<file path="src/rtl/tdf_pkg.sv">
// ----------------------------------------------------------------------------
// tdf_pkg
// Shared constants and types of the trial division factorizer.
// ----------------------------------------------------------------------------
package tdf_pkg;

   localparam int VALUE_BITS = 31;
   localparam int STEP_BITS  = $clog2(VALUE_BITS);

   localparam logic [VALUE_BITS-1:0] FIRST_DIVISOR = VALUE_BITS'(2);
   localparam logic [STEP_BITS-1:0]  LAST_STEP     = STEP_BITS'(VALUE_BITS - 1);

   typedef enum logic [1:0] {
      ST_IDLE,
      ST_START,
      ST_WAIT,
      ST_EMIT
   } state_type;

   typedef struct packed {
      logic                  start;
      logic [VALUE_BITS-1:0] dividend;
      logic [VALUE_BITS-1:0] divisor;
   } div_req_type;

   typedef struct packed {
      logic                  done;
      logic [VALUE_BITS-1:0] quotient;
      logic [VALUE_BITS-1:0] remainder;
   } div_rsp_type;

endpackage

</file>
<file path="src/rtl/tdf_channels.sv">
// ----------------------------------------------------------------------------
// tdf_channels
// Valid/ready channel interfaces for the factorizer's input and results.
// ----------------------------------------------------------------------------
interface tdf_req_if;
   logic                           valid;
   logic                           ready;
   logic [tdf_pkg::VALUE_BITS-1:0] value;

   modport source (output valid, output value, input ready);
   modport sink   (input valid, input value, output ready);
endinterface

interface tdf_rsp_if;
   logic                           valid;
   logic                           ready;
   logic [tdf_pkg::VALUE_BITS-1:0] prime_factor;
   logic                           last_factor;
   logic                           no_factors;

   modport source (output valid, output prime_factor, output last_factor,
                   output no_factors, input ready);
   modport sink   (input valid, input prime_factor, input last_factor,
                   input no_factors, output ready);
endinterface

</file>
<file path="src/rtl/tdf_divider.sv">
// ----------------------------------------------------------------------------
// tdf_divider
// Restoring radix-2 divider: one quotient bit per cycle, quotient and
// remainder valid with a one-cycle done pulse.
// ----------------------------------------------------------------------------
module tdf_divider (
   input  logic                 clock,
   input  logic                 reset,
   input  tdf_pkg::div_req_type div_req,
   output tdf_pkg::div_rsp_type div_rsp
);
   import tdf_pkg::*;

   logic                  busy_ff, busy_in;
   logic                  done_ff, done_in;
   logic [STEP_BITS-1:0]  step_ff, step_in;
   logic [VALUE_BITS-1:0] quo_ff, quo_in;
   logic [VALUE_BITS-1:0] rem_ff, rem_in;
   logic [VALUE_BITS-1:0] divisor_ff, divisor_in;
   logic [VALUE_BITS:0]   shifted;
   logic [VALUE_BITS:0]   diff;

   always_comb begin
      shifted    = {rem_ff, quo_ff[VALUE_BITS-1]};
      diff       = shifted - {1'b0, divisor_ff};
      busy_in    = busy_ff;
      done_in    = 1'b0;
      step_in    = step_ff;
      quo_in     = quo_ff;
      rem_in     = rem_ff;
      divisor_in = divisor_ff;
      if (div_req.start) begin
         busy_in    = 1'b1;
         step_in    = '0;
         quo_in     = div_req.dividend;
         rem_in     = '0;
         divisor_in = div_req.divisor;
      end else if (busy_ff) begin
         // restore when the trial subtract goes negative
         if (diff[VALUE_BITS]) begin
            rem_in = shifted[VALUE_BITS-1:0];
            quo_in = {quo_ff[VALUE_BITS-2:0], 1'b0};
         end else begin
            rem_in = diff[VALUE_BITS-1:0];
            quo_in = {quo_ff[VALUE_BITS-2:0], 1'b1};
         end
         step_in = step_ff + STEP_BITS'(1);
         if (step_ff == LAST_STEP) begin
            busy_in = 1'b0;
            done_in = 1'b1;
         end
      end
   end

   always_ff @(posedge clock) begin
      if (reset) begin
         busy_ff <= 1'b0;
         done_ff <= 1'b0;
      end else begin
         busy_ff <= busy_in;
         done_ff <= done_in;
      end
      step_ff    <= step_in;
      quo_ff     <= quo_in;
      rem_ff     <= rem_in;
      divisor_ff <= divisor_in;
   end

   assign div_rsp.done      = done_ff;
   assign div_rsp.quotient  = quo_ff;
   assign div_rsp.remainder = rem_ff;

endmodule

</file>
<file path="src/rtl/trial_division_factorizer.sv">
// ----------------------------------------------------------------------------
// trial_division_factorizer
// Emits the prime factors of an unsigned integer in nondecreasing order.
// ----------------------------------------------------------------------------
// Usage:
//   req_if carries one value per transfer; rsp_if returns one result per
//   prime factor, repeats included, with last_factor set on the final one.
//   A value of 0 or 1 gives a single result with prime_factor 0 and
//   no_factors set.
//   Each divisor test is one pass through a shared bit-serial divider that
//   yields quotient and remainder together. Divisors are tested in rising
//   order from 2 while the divisor squared stays within the remainder, so
//   a large prime tests up to about sqrt(value) divisors.
//   req_if.ready is high only while the block is idle; one item is worked on
//   at a time.
//   A stalled receiver holds the current result in the output register and
//   pauses the factor search until the transfer completes.
//   Reset returns the sequencer to idle and drops any pending result.
// ----------------------------------------------------------------------------
module trial_division_factorizer (
   input  logic      clock,
   input  logic      reset,
   tdf_req_if.sink   req_if,
   tdf_rsp_if.source rsp_if
);
   import tdf_pkg::*;

   state_type             state_ff, state_in;
   logic [VALUE_BITS-1:0] remain_ff, remain_in;
   logic [VALUE_BITS-1:0] divisor_ff, divisor_in;
   logic [VALUE_BITS-1:0] factor_ff, factor_in;
   logic                  last_ff, last_in;
   logic                  none_ff, none_in;
   div_req_type           div_req;
   div_rsp_type           div_rsp;

   tdf_divider u_divider (
      .clock   (clock),
      .reset   (reset),
      .div_req (div_req),
      .div_rsp (div_rsp)
   );

   always_comb begin
      state_in         = state_ff;
      remain_in        = remain_ff;
      divisor_in       = divisor_ff;
      factor_in        = factor_ff;
      last_in          = last_ff;
      none_in          = none_ff;
      div_req.start    = 1'b0;
      div_req.dividend = remain_ff;
      div_req.divisor  = divisor_ff;
      req_if.ready     = 1'b0;
      rsp_if.valid     = 1'b0;
      unique case (state_ff)
         ST_IDLE: begin
            req_if.ready = 1'b1;
            if (req_if.valid) begin
               remain_in  = req_if.value;
               divisor_in = FIRST_DIVISOR;
               if (req_if.value < FIRST_DIVISOR) begin
                  factor_in = '0;
                  last_in   = 1'b1;
                  none_in   = 1'b1;
                  state_in  = ST_EMIT;
               end else begin
                  state_in = ST_START;
               end
            end
         end
         ST_START: begin
            div_req.start = 1'b1;
            state_in      = ST_WAIT;
         end
         ST_WAIT: begin
            if (div_rsp.done) begin
               none_in = 1'b0;
               // divisor squared still within the remainder
               if (divisor_ff <= div_rsp.quotient) begin
                  if (div_rsp.remainder == '0) begin
                     factor_in = divisor_ff;
                     last_in   = 1'b0;
                     remain_in = div_rsp.quotient;
                     state_in  = ST_EMIT;
                  end else begin
                     divisor_in = divisor_ff + VALUE_BITS'(1);
                     state_in   = ST_START;
                  end
               end else begin
                  factor_in = remain_ff;
                  last_in   = 1'b1;
                  state_in  = ST_EMIT;
               end
            end
         end
         ST_EMIT: begin
            rsp_if.valid = 1'b1;
            if (rsp_if.ready) begin
               state_in = last_ff ? ST_IDLE : ST_START;
            end
         end
         default: state_in = ST_IDLE;
      endcase
   end

   always_ff @(posedge clock) begin
      if (reset) begin
         state_ff <= ST_IDLE;
      end else begin
         state_ff <= state_in;
      end
      remain_ff  <= remain_in;
      divisor_ff <= divisor_in;
      factor_ff  <= factor_in;
      last_ff    <= last_in;
      none_ff    <= none_in;
   end

   assign rsp_if.prime_factor = factor_ff;
   assign rsp_if.last_factor  = last_ff;
   assign rsp_if.no_factors   = none_ff;

endmodule
</file>
<file path="src/flat_wrapper.sv">
// flat-port wrapper written by rule: the top's interface ports become plain ports
module trial_division_factorizer_flat import tdf_pkg::*;
  (clock, reset, req_if_valid, req_if_value, req_if_ready, rsp_if_valid, rsp_if_prime_factor, rsp_if_last_factor, rsp_if_no_factors, rsp_if_ready);
  tdf_req_if req_if_i ();
  tdf_rsp_if rsp_if_i ();
  input  logic clock;
  input  logic reset;
  input wire logic [$bits(req_if_i.valid)-1:0] req_if_valid;
  input wire logic [$bits(req_if_i.value)-1:0] req_if_value;
  output wire logic [$bits(req_if_i.ready)-1:0] req_if_ready;
  output wire logic [$bits(rsp_if_i.valid)-1:0] rsp_if_valid;
  output wire logic [$bits(rsp_if_i.prime_factor)-1:0] rsp_if_prime_factor;
  output wire logic [$bits(rsp_if_i.last_factor)-1:0] rsp_if_last_factor;
  output wire logic [$bits(rsp_if_i.no_factors)-1:0] rsp_if_no_factors;
  input wire logic [$bits(rsp_if_i.ready)-1:0] rsp_if_ready;
  assign req_if_i.valid = req_if_valid;
  assign req_if_i.value = req_if_value;
  assign req_if_ready = req_if_i.ready;
  assign rsp_if_valid = rsp_if_i.valid;
  assign rsp_if_prime_factor = rsp_if_i.prime_factor;
  assign rsp_if_last_factor = rsp_if_i.last_factor;
  assign rsp_if_no_factors = rsp_if_i.no_factors;
  assign rsp_if_i.ready = rsp_if_ready;
  trial_division_factorizer u_core (.clock(clock), .reset(reset), .req_if(req_if_i), .rsp_if(rsp_if_i));
endmodule
</file>
<file path="config.mk">
export PLATFORM = sky130hd
export DESIGN_NAME = trial_division_factorizer_flat
export DESIGN_NICKNAME = d
export VERILOG_FILES = /design/src/rtl/tdf_pkg.sv /design/src/rtl/tdf_channels.sv /design/src/rtl/tdf_divider.sv /design/src/rtl/trial_division_factorizer.sv /design/src/flat_wrapper.sv
export SDC_FILE = /design/constraint.sdc
export NUM_CORES = 1
export LEC_CHECK = 0
export ABC_AREA = 0
export BUFFER_PORTS_ARGS = -buffer_cell sky130_fd_sc_hd__buf_2
export CAP_MARGIN = 20
export CORE_UTILIZATION = 45
export CTS_BUF_LIST = sky130_fd_sc_hd__clkbuf_16
export DETAILED_ROUTE_END_ITERATION = 12
export SYNTH_ARGS = -nofsm -noshare
export SYNTH_HDL_FRONTEND = slang
export SYNTH_HIERARCHICAL = 1
export SYNTH_SLANG_ARGS = --single-unit
</file>
<file path="constraint.sdc">
create_clock -name clock -period 11.42 [get_ports clock]
set_input_delay 1.142 -clock clock [delete_from_list [all_inputs] [get_ports clock]]
set_output_delay 1.142 -clock clock [all_outputs]
set_load 0.005 [all_outputs]
</file>
==> results of run 1 <==
## kinds of logic (layout without fill, tap and decap cells)
logic type               Yosys count  count (layout)
multiplexers                      34              34
buffers and inverters            137             195
AO/OA/AOI/OAI                    289             289
adder cells (fa/ha/maj)           66              66
AND/OR/NAND/NOR                  337             337
XOR/XNOR                          57              57
flip-flops                       197             197
## where the power goes
part / switching, W / total, W / leakage (nW) / internal, W
clock network: 0.000302 / 0.000617 / 0.301 / 0.000316
logic: 0.000548 / 0.000908 / 2.77 / 0.000361
registers: 0.000106 / 0.00100 / 1.81 / 0.000894
total: 0.000956 / 0.00253 / 4.88 / 0.00157
## per-layer routing
layer	part of all wire	GRT usage
met1	0.47	0.324
met2	0.47	0.361
met3	0.049	0.0352
met4	0.014	0.0545
met5	0	0
## worst max-delay path: stages (launching register included)
cell,delay (ns)
edfxtp_1,0.35
inv_1,0.06
ha_1,0.36
nand2_1,0.15
o21bai_1,0.28
a211oi_2,0.07
a221oi_1,0.50
o21a_1,0.25
o2111ai_2,0.15
nand3_1,0.12
buf_4,0.28
nand2_1,0.35
a311o_1,0.41
## per-stage QoR
stage          total power (W)  cell area [um2]  worst slack, ns   util
2_1_floorplan          0.00168            11500             6.78      -
3_3_place_gp           0.00191            12100             7.72  0.482
3_5_place_dp           0.00191            12100             7.61  0.482
4_1_cts                0.00254            12700             7.92  0.506
5_1_grt                0.00269            12700             7.76  0.507
6_report               0.00253            12700             7.94  0.507
## cell type report
cell class	instances	area, um2
multi-input cells	783	5420
fillers	2333	12400
repair buffers	86	485
clock buffers	17	425
flip-flops and latches	197	5520
clock inverters	15	193
well taps	330	413
inverters	77	292
## registers in the layout, indices dropped and copies added, names as in the netlist
signal,flops
u_core/u_divider/rem_ff,31
u_core/u_divider/done_ff,1
u_core/u_divider/step_ff,5
u_core/divisor_ff,31
u_core/rsp_if.last_factor,1
u_core/rsp_if.no_factors,1
u_core/u_divider/quo_ff,31
u_core/u_divider/busy_ff,1
u_core/u_divider/divisor_ff,31
u_core/rsp_if.prime_factor,31
u_core/state_ff,2
u_core/remain_ff,31
## final timing paths
path	start	endpoint	slack, ns	depth (start not counted)
max	u_core/u_divider/divisor_ff[10]	u_core/u_divider/rem_ff[21]	7.94	12
max reg2reg	u_core/u_divider/divisor_ff[10]	u_core/u_divider/rem_ff[21]	7.94	12
min reg2reg	u_core/u_divider/step_ff[1]	u_core/u_divider/step_ff[1]	0.52	2
min	u_core/u_divider/step_ff[1]	u_core/u_divider/step_ff[1]	0.52	2
## cell usage after synthesis, drive strengths merged, types with 4 or more instances
| cell type | instances | area (um2) |
|---|---|---|
| edfxtp | 157 | 4710 |
| o21ai | 99 | 578 |
| nand2 | 87 | 327 |
| nor2 | 82 | 308 |
| a21oi | 77 | 464 |
| inv | 76 | 285 |
| ha | 65 | 813 |
| nand3 | 62 | 315 |
| dfxtp | 40 | 801 |
| buf | 32 | 191 |
| mux2 | 32 | 360 |
| xor2 | 30 | 263 |
| clkbuf | 28 | 105 |
| xnor2 | 27 | 236 |
| nand4 | 23 | 144 |
| a311oi | 19 | 179 |
| nor4 | 19 | 134 |
| nor3 | 16 | 96.4 |
| a21o | 14 | 105 |
| o211ai | 14 | 105 |
| and3 | 9 | 56.3 |
| nand2b | 9 | 56.3 |
| a211oi | 7 | 57.6 |
| a31oi | 7 | 43.8 |
| nor2b | 7 | 43.8 |
| o311ai | 7 | 61.3 |
| o21a | 6 | 45.0 |
| a221o | 5 | 50.1 |
| and2 | 5 | 31.3 |
| a21boi | 4 | 30.0 |
| o21bai | 4 | 30.0 |
| or3 | 4 | 25.0 |
==> impl_results.md, run 1 <==
- Status: complete, but fails checks
- Failing checks: design-rule violations
- Compound-gate portion of the synthesized area: 0.175
- Fmax: ~0.29 GHz
- CTS root buf: clkbuf_16
- Vias in the first global route: 8393
- RSZ-0062 raised after global routing: false
- Setup_tns: 0 ns
- Clock buffer depth: 2
- Maximum vdd drop: 0.121 mV
- Post-synth top flop: edfxtp_1
- Worst slew pin tran: 0.980 ns
- Max Cap Viol: 0
- Largest net degree at the start of global routing: 87
- Clk_skew: 0.0197 ns
- Mapped Cells: 1117
- # DRC: 1
- HP Class: reg2reg
- Post-synthesis mux area share: 0.0331
- Sink Count: 197
- Final Wtd Congestion: 0.859
- Routed Antenna Nets: 0
- Vias: 8728
- Async set or reset register ratio after synthesis: 0
- Syn nets: 1218
- WL per Instance: 19.0 um
- Core Area: between 20000 and 30000 um2
- Hold Vio Cnt, Final: 0
- Number of synthesized flops with an enable pin: 157
- Synth cell types: 77
- Placed cell count: about 1500
- Global-route wire length before repair: 46500 um
- Post-Route WL: 28600 um
- Critical path fanouts, max: 21
- Fin nets: about 1300
- Most frequent cells in the layout: edfxtp_1 (157), nand2_1 (87), nor2_1 (82)
- Share of cells above drive strength 1: 0.181
- GRT Util Overall: 0.227
- GRT overflow: 0
- Final min period: 3.48 ns
- Final hold slack: 0.518 ns
- Worst endpoint data arrival time: about 3.8 ns
- Setup-failing EPs final: 0
- Yosys reg bits: between 150 and 200
- Initial core utilization: 0.458
- Resized Gates After CTS: 0
- DR pass1 iterations: 9
- Hold buffer count at CTS: 0
- DIE HEIGHT: 162 um
- Critical path endpoint category: flop
- WP data required: approximately 12 ns
- Yosys warns: 6
- Slew HR: 0.344
- Diodes inserted: 0
- Cell row count: 58
- Finished Layout Cells: 1505
- Clock transition at the registers of the reported paths: 0.08 ns
- Die X: 162 um
- Post-Syn Area per Cell: 10.3 um2
- Startpoint Class: flop
- CTS tree: built
- Tcrit/Tclk final: 0.305
- Setup CP Type: reg2reg
- Register area share after synthesis: 0.480
- Layout Area Growth over Synthesis: 10.9%
- Commonest non-fill, non-tap cell in the layout: edfxtp_1
- CTS H-tree lvls: 4
- Slew Limit Fails: 0
- Antenna violations before repair: 0
- Simple-Gate Fraction of Synth Area: 0.145
- Number of DRC markers in iteration 0: 691
- Largest family of logic cells by synthesized area: compound AO/OA/AOI/OAI gates
- Netlist Area Pre-Place: 11500 um2
- Synth Area in Adders: 0.0725
- Area of the die: 26200 um2
- Vias per std cell: 5.80
- Leakage power: 4.88 nW
- Setup Fix Bufs, Post-CTS: 0
- Total CTS buffers: 17
- DP HPWL: 19600 um
- Xor/xnor share of the synthesized area: 0.0434
- I/O Buffers: 69
- Power per cell area: 198 nW/um2
- I/O Pins: 70
- Skew-Pair Late Insertion Delay: approximately 0.44 ns
Power figures use the tool's default switching activity.
==> run 2, diff against run 1 <==
--- a/config.mk
+++ b/config.mk
@@ -5,7 +5,7 @@
 export SDC_FILE = /design/constraint.sdc
 export NUM_CORES = 1
 export LEC_CHECK = 0
-export ABC_AREA = 0
+export ABC_AREA = 1
 export BUFFER_PORTS_ARGS = -buffer_cell sky130_fd_sc_hd__buf_2
 export CAP_MARGIN = 20
 export CORE_UTILIZATION = 45
==> constraint.sdc (replaced) <==
create_clock -name clock -period 2.9 [get_ports clock]
set_input_delay 0.29 -clock clock [delete_from_list [all_inputs] [get_ports clock]]
set_output_delay 0.29 -clock clock [all_outputs]
set_load 0.005 [all_outputs]
==> run 2 against run 1 <==
  * The flow now finishes without violations
  * Wire length increased by 13%
  * Clock skew increased by 0.0023 ns
  * Sequential cell count unchanged
  * Combinational power rose to 8.8 times the previous value
  * Design area up 8.9%
  * Critical endpoint is now u_core/rsp_if.prime_factor[14]
  * Highest routed layer unchanged
==> impl_results.md, run 2 <==
- Pre-CTS setup slack: 0.313 ns
- Hold Vio Cnt, Final: 0
- Cell row count: 60
- Post-synth top flop: edfxtp_1
- WP data required: 3.08 ns
- Dominant cell type by area after synthesis: edfxtp_1
- Levels on crit path: 11
- Vias per std cell: 5.03
- M1 WL: 15400 um
- Yosys reg bits: roughly 200
- CTS tree: built
- Sink Count: 197
- Register area share after synthesis: 0.445
- Top Metal Used: met4
- RSZ-0062 raised after global routing: false
- Setup_tns: 0 ns
- DP HPWL: ~24000 um
- Share of cells above drive strength 1: 0.103
- Syn nets: roughly 1800
- Clock buffer depth: 2
- Netlist Area Pre-Place: 12400 um2
- Die X: between 150 and 200 um
- Hold buffer count at CTS: 0
- Core Area: 27000 um2
- Final Wtd Congestion: 0.950
- Slew HR: 0.361
- Slew Limit Fails: 0
- GRT Util Overall: 0.236
- Maximum vdd drop: 0.547 mV
- Synth cell types: 44
- Area of the die: 28200 um2
- Layout Area Growth over Synthesis: 11.8%
- Power per cell area: 1180 nW/um2
- Most common cell in the netlist: nand2_1
- Final min period: 2.62 ns
- Gate family responsible for the most delay along the worst path: simple AND/OR/NAND/NOR gates
- Clk_skew: 0.0220 ns
- HP Class: in2reg
- Mapped Cells: 1658
- Placed cell count: 2061
- Global-route wire length before repair: 51800 um
- Fmax: 0.382 GHz
- Async set or reset register ratio after synthesis: 0
- Largest net degree at the start of global routing: 63
- Clock transition at the registers of the reported paths: roughly 0.090 ns
- Commonest cells post-synth: nand2_1 (562), inv_1 (333), edfxtp_1 (157)
- Routed length on met3: about 1700 um
- I/O Pins: 70
- Buffers plus inverters on the worst setup path: 1
- CTS H-tree lvls: 4
- Post-Route WL: approximately 32000 um
- Vias in the first global route: 9871
- Setup-failing EPs final: 0
- Number of DRC markers in iteration 0: 803
- Worst slew pin tran: between 0.9 and 1 ns
- Startpoint Class: flop
- Resized Gates After CTS: 0
- Routed Antenna Nets: 0
- DR pass1 iterations: 5
- Synth top area share: 0.380
- Setup Fix Bufs, Post-CTS: 0
- Setup WS post-layout: around 0.28 ns
- Skew-Pair Late Insertion Delay: 0.45 ns
- Most frequent cells in the layout: nand2_1 (562), inv_1 (333), edfxtp_1 (157)
- # DRC: 0
- Max stage delay on crit path: 0.46 ns
- Top cells by area, synth: edfxtp_1 (38%), nand2_1 (17%), inv_1 (10%)
- CP Cell Sequence: ha_1 > nand2_1 > nor2_2 > nand3_1 > nor3_1 > nand2_1 > nand2_1 > nand2_2 > nand2_4 > buf_4 > o22ai_1
- GRT overflow: 0
- Antenna violations before repair: 0
- Setup CP Type: reg2reg
- Number of synthesized flops with an enable pin: between 150 and 200
- R2R cell count: 11
- Critical path fanouts, max: 24
- Status: complete, no violations
- Total CTS buffers: 17
- Met2 routed WL: ~15000 um
- DIE HEIGHT: 168 um
- Diodes inserted: 0
- Vias: between 10000 and 15000
- Finished Layout Cells: approximately 2100
- Cells on Worst Hold Path: 2
- Initial core utilization: 0.459
- Worst path slowest cell: edfxtp_1
- Most used cell, CP: nand2_1
- I/O Buffers: 69
- Max Cap Viol: 0
- Post-Syn Area per Cell: 7.48 um2
- Yosys warns: 6
- Core Util, Final: 0.513
- CTS root buf: clkbuf_16
- Fin nets: roughly 1800
- WL per Instance: 15.5 um
- Final hold slack: 0.0617 ns
- Critical path endpoint category: flop
- Worst endpoint data arrival time: 2.81 ns
- Tcrit/Tclk final: 0.904
- Commonest non-fill, non-tap cell in the layout: nand2_1
- Leakage power: 6.91 nW
-- run 2: cell count changes after synthesis, moves of 17 or more --
cell,previous run,this run
nand3_1,61,83
nand2_1,87,562
o22ai_1,0,25
mux2_2,32,0
a21oi_2,21,0
nor2_1,82,109
a311oi_1,17,0
xor2_1,30,5
inv_1,76,333
o21ai_2,22,0
-- run 2: final cells by class --
cell class | count | area, um2
clock buffer | 17 | 425
inverter | 341 | 1280
clock inverter | 15 | 198
multi-input combinational | 1086 | 5440
timing repair buffer | 96 | 586
tap | 341 | 427
sequential | 197 | 5520
fill | 2670 | 13200
-- run 2: cell families (layout without fill, tap and decap cells) --
group / count (synthesis) / count (layout) / share of synthesized area
buf+inv: 375 / 469 / 0.119
xor+xnor: 17 / 17 / 0.0120
fa+ha+maj: 66 / 66 / 0.0672
simple gates: 859 / 859 / 0.295
compound gates: 144 / 144 / 0.0625
flops: 197 / 197 / 0.445
-- run 2: power by group --
| group | total (W) | switching (W) | internal (W) |
|---|---|---|---|
| clock network | 0.00255 | 0.00133 | 0.00122 |
| logic | 0.00796 | 0.00538 | 0.00258 |
| registers | 0.00589 | 0.000956 | 0.00494 |
-- run 2: through the flow --
step / total power [W] / instance area, um2
after floorplan: 0.0111 / 12400
after detailed placement: 0.0139 / 13200
final: 0.0164 / 13900
after CTS: 0.0165 / 13900
after global placement: 0.0138 / 13200
after global routing: 0.0177 / 13900
-- run 2: worst paths after layout --
check	start	endpoint	slack, ns
max	u_core/divisor_ff[30]	u_core/rsp_if.prime_factor[14]	0.28
max reg2reg	u_core/divisor_ff[30]	u_core/rsp_if.prime_factor[14]	0.28
min	reset	u_core/state_ff[1]	0.06
min reg2reg	u_core/u_divider/step_ff[4]	u_core/u_divider/step_ff[4]	0.47
-- run 2: per-layer routing --
layer / up-vias / global-route usage
met2: 296 / 0.379
met5: - / 0
li1: 5388 / -
met3: 46 / 0.0301
met1: 4798 / 0.332
met4: 0 / 0.0758
==> run 3, diff against run 2 <==
--- a/config.mk
+++ b/config.mk
@@ -8,8 +8,10 @@
 export ABC_AREA = 1
 export BUFFER_PORTS_ARGS = -buffer_cell sky130_fd_sc_hd__buf_2
 export CAP_MARGIN = 20
+export CORE_ASPECT_RATIO = 0.7
 export CORE_UTILIZATION = 45
 export CTS_BUF_LIST = sky130_fd_sc_hd__clkbuf_16
+export CTS_CLUSTER_DIAMETER = 150
 export DETAILED_ROUTE_END_ITERATION = 12
 export SYNTH_ARGS = -nofsm -noshare
 export SYNTH_HDL_FRONTEND = slang
==> run 3 against run 2 <==
  * Die area about the same
  * Wire length up 9.1%
  * Largest power group unchanged
  * Design area is 0.71% higher
  * Total power grew 2.6%
==> impl_results.md, run 3 (synthesis gave the netlist of run 2 again) <==
- I/O Buffers: 69
- Clock transition at the registers of the reported paths: about 0.070 ns
- Critical path endpoint category: flop
- Critical path fanouts, max: 32
- Max Cap Viol: 0
- Internal power: 0.00896 W
- Sink Count: 197
- DR pass1 iterations: 5
- Core Area: 26900 um2
- Crit path from: u_core/divisor_ff[14]
- Layout Area Growth over Synthesis: 12.6%
- Final min period: 2.66 ns
- Post-Route WL: 35300 um
- Worst reg2reg path startpoint: u_core/divisor_ff[14]
- Clock buffer depth: 2
- CTS root buf: clkbuf_16
- CTS H-tree lvls: 4
- RSZ-0062 raised after global routing: false
- Maximum vdd drop: approximately 0.92 mV
- Vias in the first global route: roughly 9500
- Tcrit/Tclk final: 0.917
- Total CTS buffers: 17
- Net switching power: 0.00786 W
- Startpoint Class: flop
- Share of cells above drive strength 1: 0.107
- Setup CP Type: reg2reg
- Hold Startpoint: reset
- Status: complete, no violations
- DIE HEIGHT: around 140 um
- Routed Antenna Nets: 0
- Resized Gates After CTS: 0
- Worst slew pin tran: between 0.6 and 0.7 ns
- Skew-Pair Late Insertion Delay: about 0.46 ns
- Vias: 10800
- Area of the die: 28200 um2
- Pre-CTS setup slack: 0.343 ns
- Diodes inserted: 0
- Switch share: 0.467
- Final Wtd Congestion: 0.955
- Setup-failing EPs final: 0
- Slew HR: 0.535
- Cell row count: 50
- Largest net degree at the start of global routing: 53
- WP data required: 3.04 ns
- Vias per std cell: roughly 5
- Clock Power Share: 0.148
- R2R setup slack: 0.24 ns
- Worst endpoint data arrival time: around 2.8 ns
- HP Class: in2reg
- I/O Pins: 70
- Setup_tns: 0 ns
- Initial core utilization: 0.461
- DP HPWL: between 20000 and 30000 um
- Reg area: 5520 um2
- WL per Instance: 16.6 um
- Hold buffer count at CTS: 0
- Setup WS post-layout: 0.242 ns
- Die X: 200 um
- Power per cell area: roughly 1200 nW/um2
- CTS tree: built
- Antenna violations before repair: 0
- Seq pwr share: 0.343
- Clk_skew: ~0.0095 ns
- Fill cell count: 2620
- Setup Fix Bufs, Post-CTS: 0
- Logic pwr share: 0.509
- Fin nets: 1851
- Number of DRC markers in iteration 0: 1150
- Leakage power: 6.97 nW
- GRT Util Overall: 0.254
- Fmax: 0.376 GHz
- Multi-input gate area: 5450 um2
- Commonest non-fill, non-tap cell in the layout: nand2_1
- # DRC: 0
- Hold Vio Cnt, Final: 0
- Global-route wire length before repair: 54300 um
- Most frequent cells in the layout: nand2_1 (562), inv_1 (335), edfxtp_1 (157)
- Slew Limit Fails: 0
- GRT overflow: 0
==> run 3: critical path, cell delays in order (launching register included) <==
cell and delay [ns]:
edfxtp_1 0.46, ha_1 0.35, nand2_1 0.10, nor2_1 0.16, inv_1 0.05, nor2_1 0.22
nand2_1 0.08, nand2_1 0.08, nand2_1 0.05, nand2_1 0.10, nand2_2 0.11, nand2_4 0.12
o21ai_0 0.09, inv_1 0.11, buf_12 0.24
==> run 3: final cells by class <==
cell class / count / share of cell area
clock inverters: 13 / 0.00878
multi-input cells: 1086 / 0.390
clock buffers: 19 / 0.0340
inverters: 341 / 0.0916
repair buffers: 107 / 0.0478
flip-flops and latches: 197 / 0.395
well taps: 364 / 0.0326
==> run 3: path summary, 6_finish.rpt <==
kind / end / cells past startpoint
max reg2reg: u_core/rsp_if.prime_factor[23] / 14
min: u_core/state_ff[1] / 2
min reg2reg: u_core/u_divider/step_ff[4] / 1
max: u_core/rsp_if.prime_factor[23] / 14
==> run 3: per-layer routing <==
| layer | part of all wire | up-vias | track usage |
|---|---|---|---|
| met1 | 0.51 | 4944 | 0.401 |
| li1 | - | 5416 | - |
| met3 | 0.091 | 33 | 0.0552 |
| met5 | 0 | - | 0 |
| met2 | 0.38 | 444 | 0.340 |
| met4 | 0.013 | 0 | 0.0683 |
==> run 3: power by group through the flow <==
| stage | logic (W) | registers, W | clock network, W |
|---|---|---|---|
| 5_1_grt | 0.00947 | 0.00591 | 0.00262 |
| 3_5_place_dp | 0.00837 | 0.00581 | 0 |
| 2_1_floorplan | 0.00540 | 0.00568 | 0 |
| 4_1_cts | 0.00843 | 0.00576 | 0.00253 |
| 3_3_place_gp | 0.00830 | 0.00579 | 0 |
| 6_report | 0.00855 | 0.00578 | 0.00249 |
==> run 3: per-stage QoR <==
stage | instances | power (W) | instance area [um2] | util | hold slack [ns]
2_1_floorplan | 1658 | 0.0111 | 12400 | - | 0.359
3_3_place_gp | 2095 | 0.0141 | 13400 | 0.497 | 0.441
3_5_place_dp | 2095 | 0.0142 | 13400 | 0.497 | 0.437
4_1_cts | 2127 | 0.0167 | 14000 | 0.519 | 0.0220
5_1_grt | 2127 | 0.0180 | 14000 | 0.519 | 0.0320
6_report | 2127 | 0.0168 | 14000 | 0.519 | 0.0427
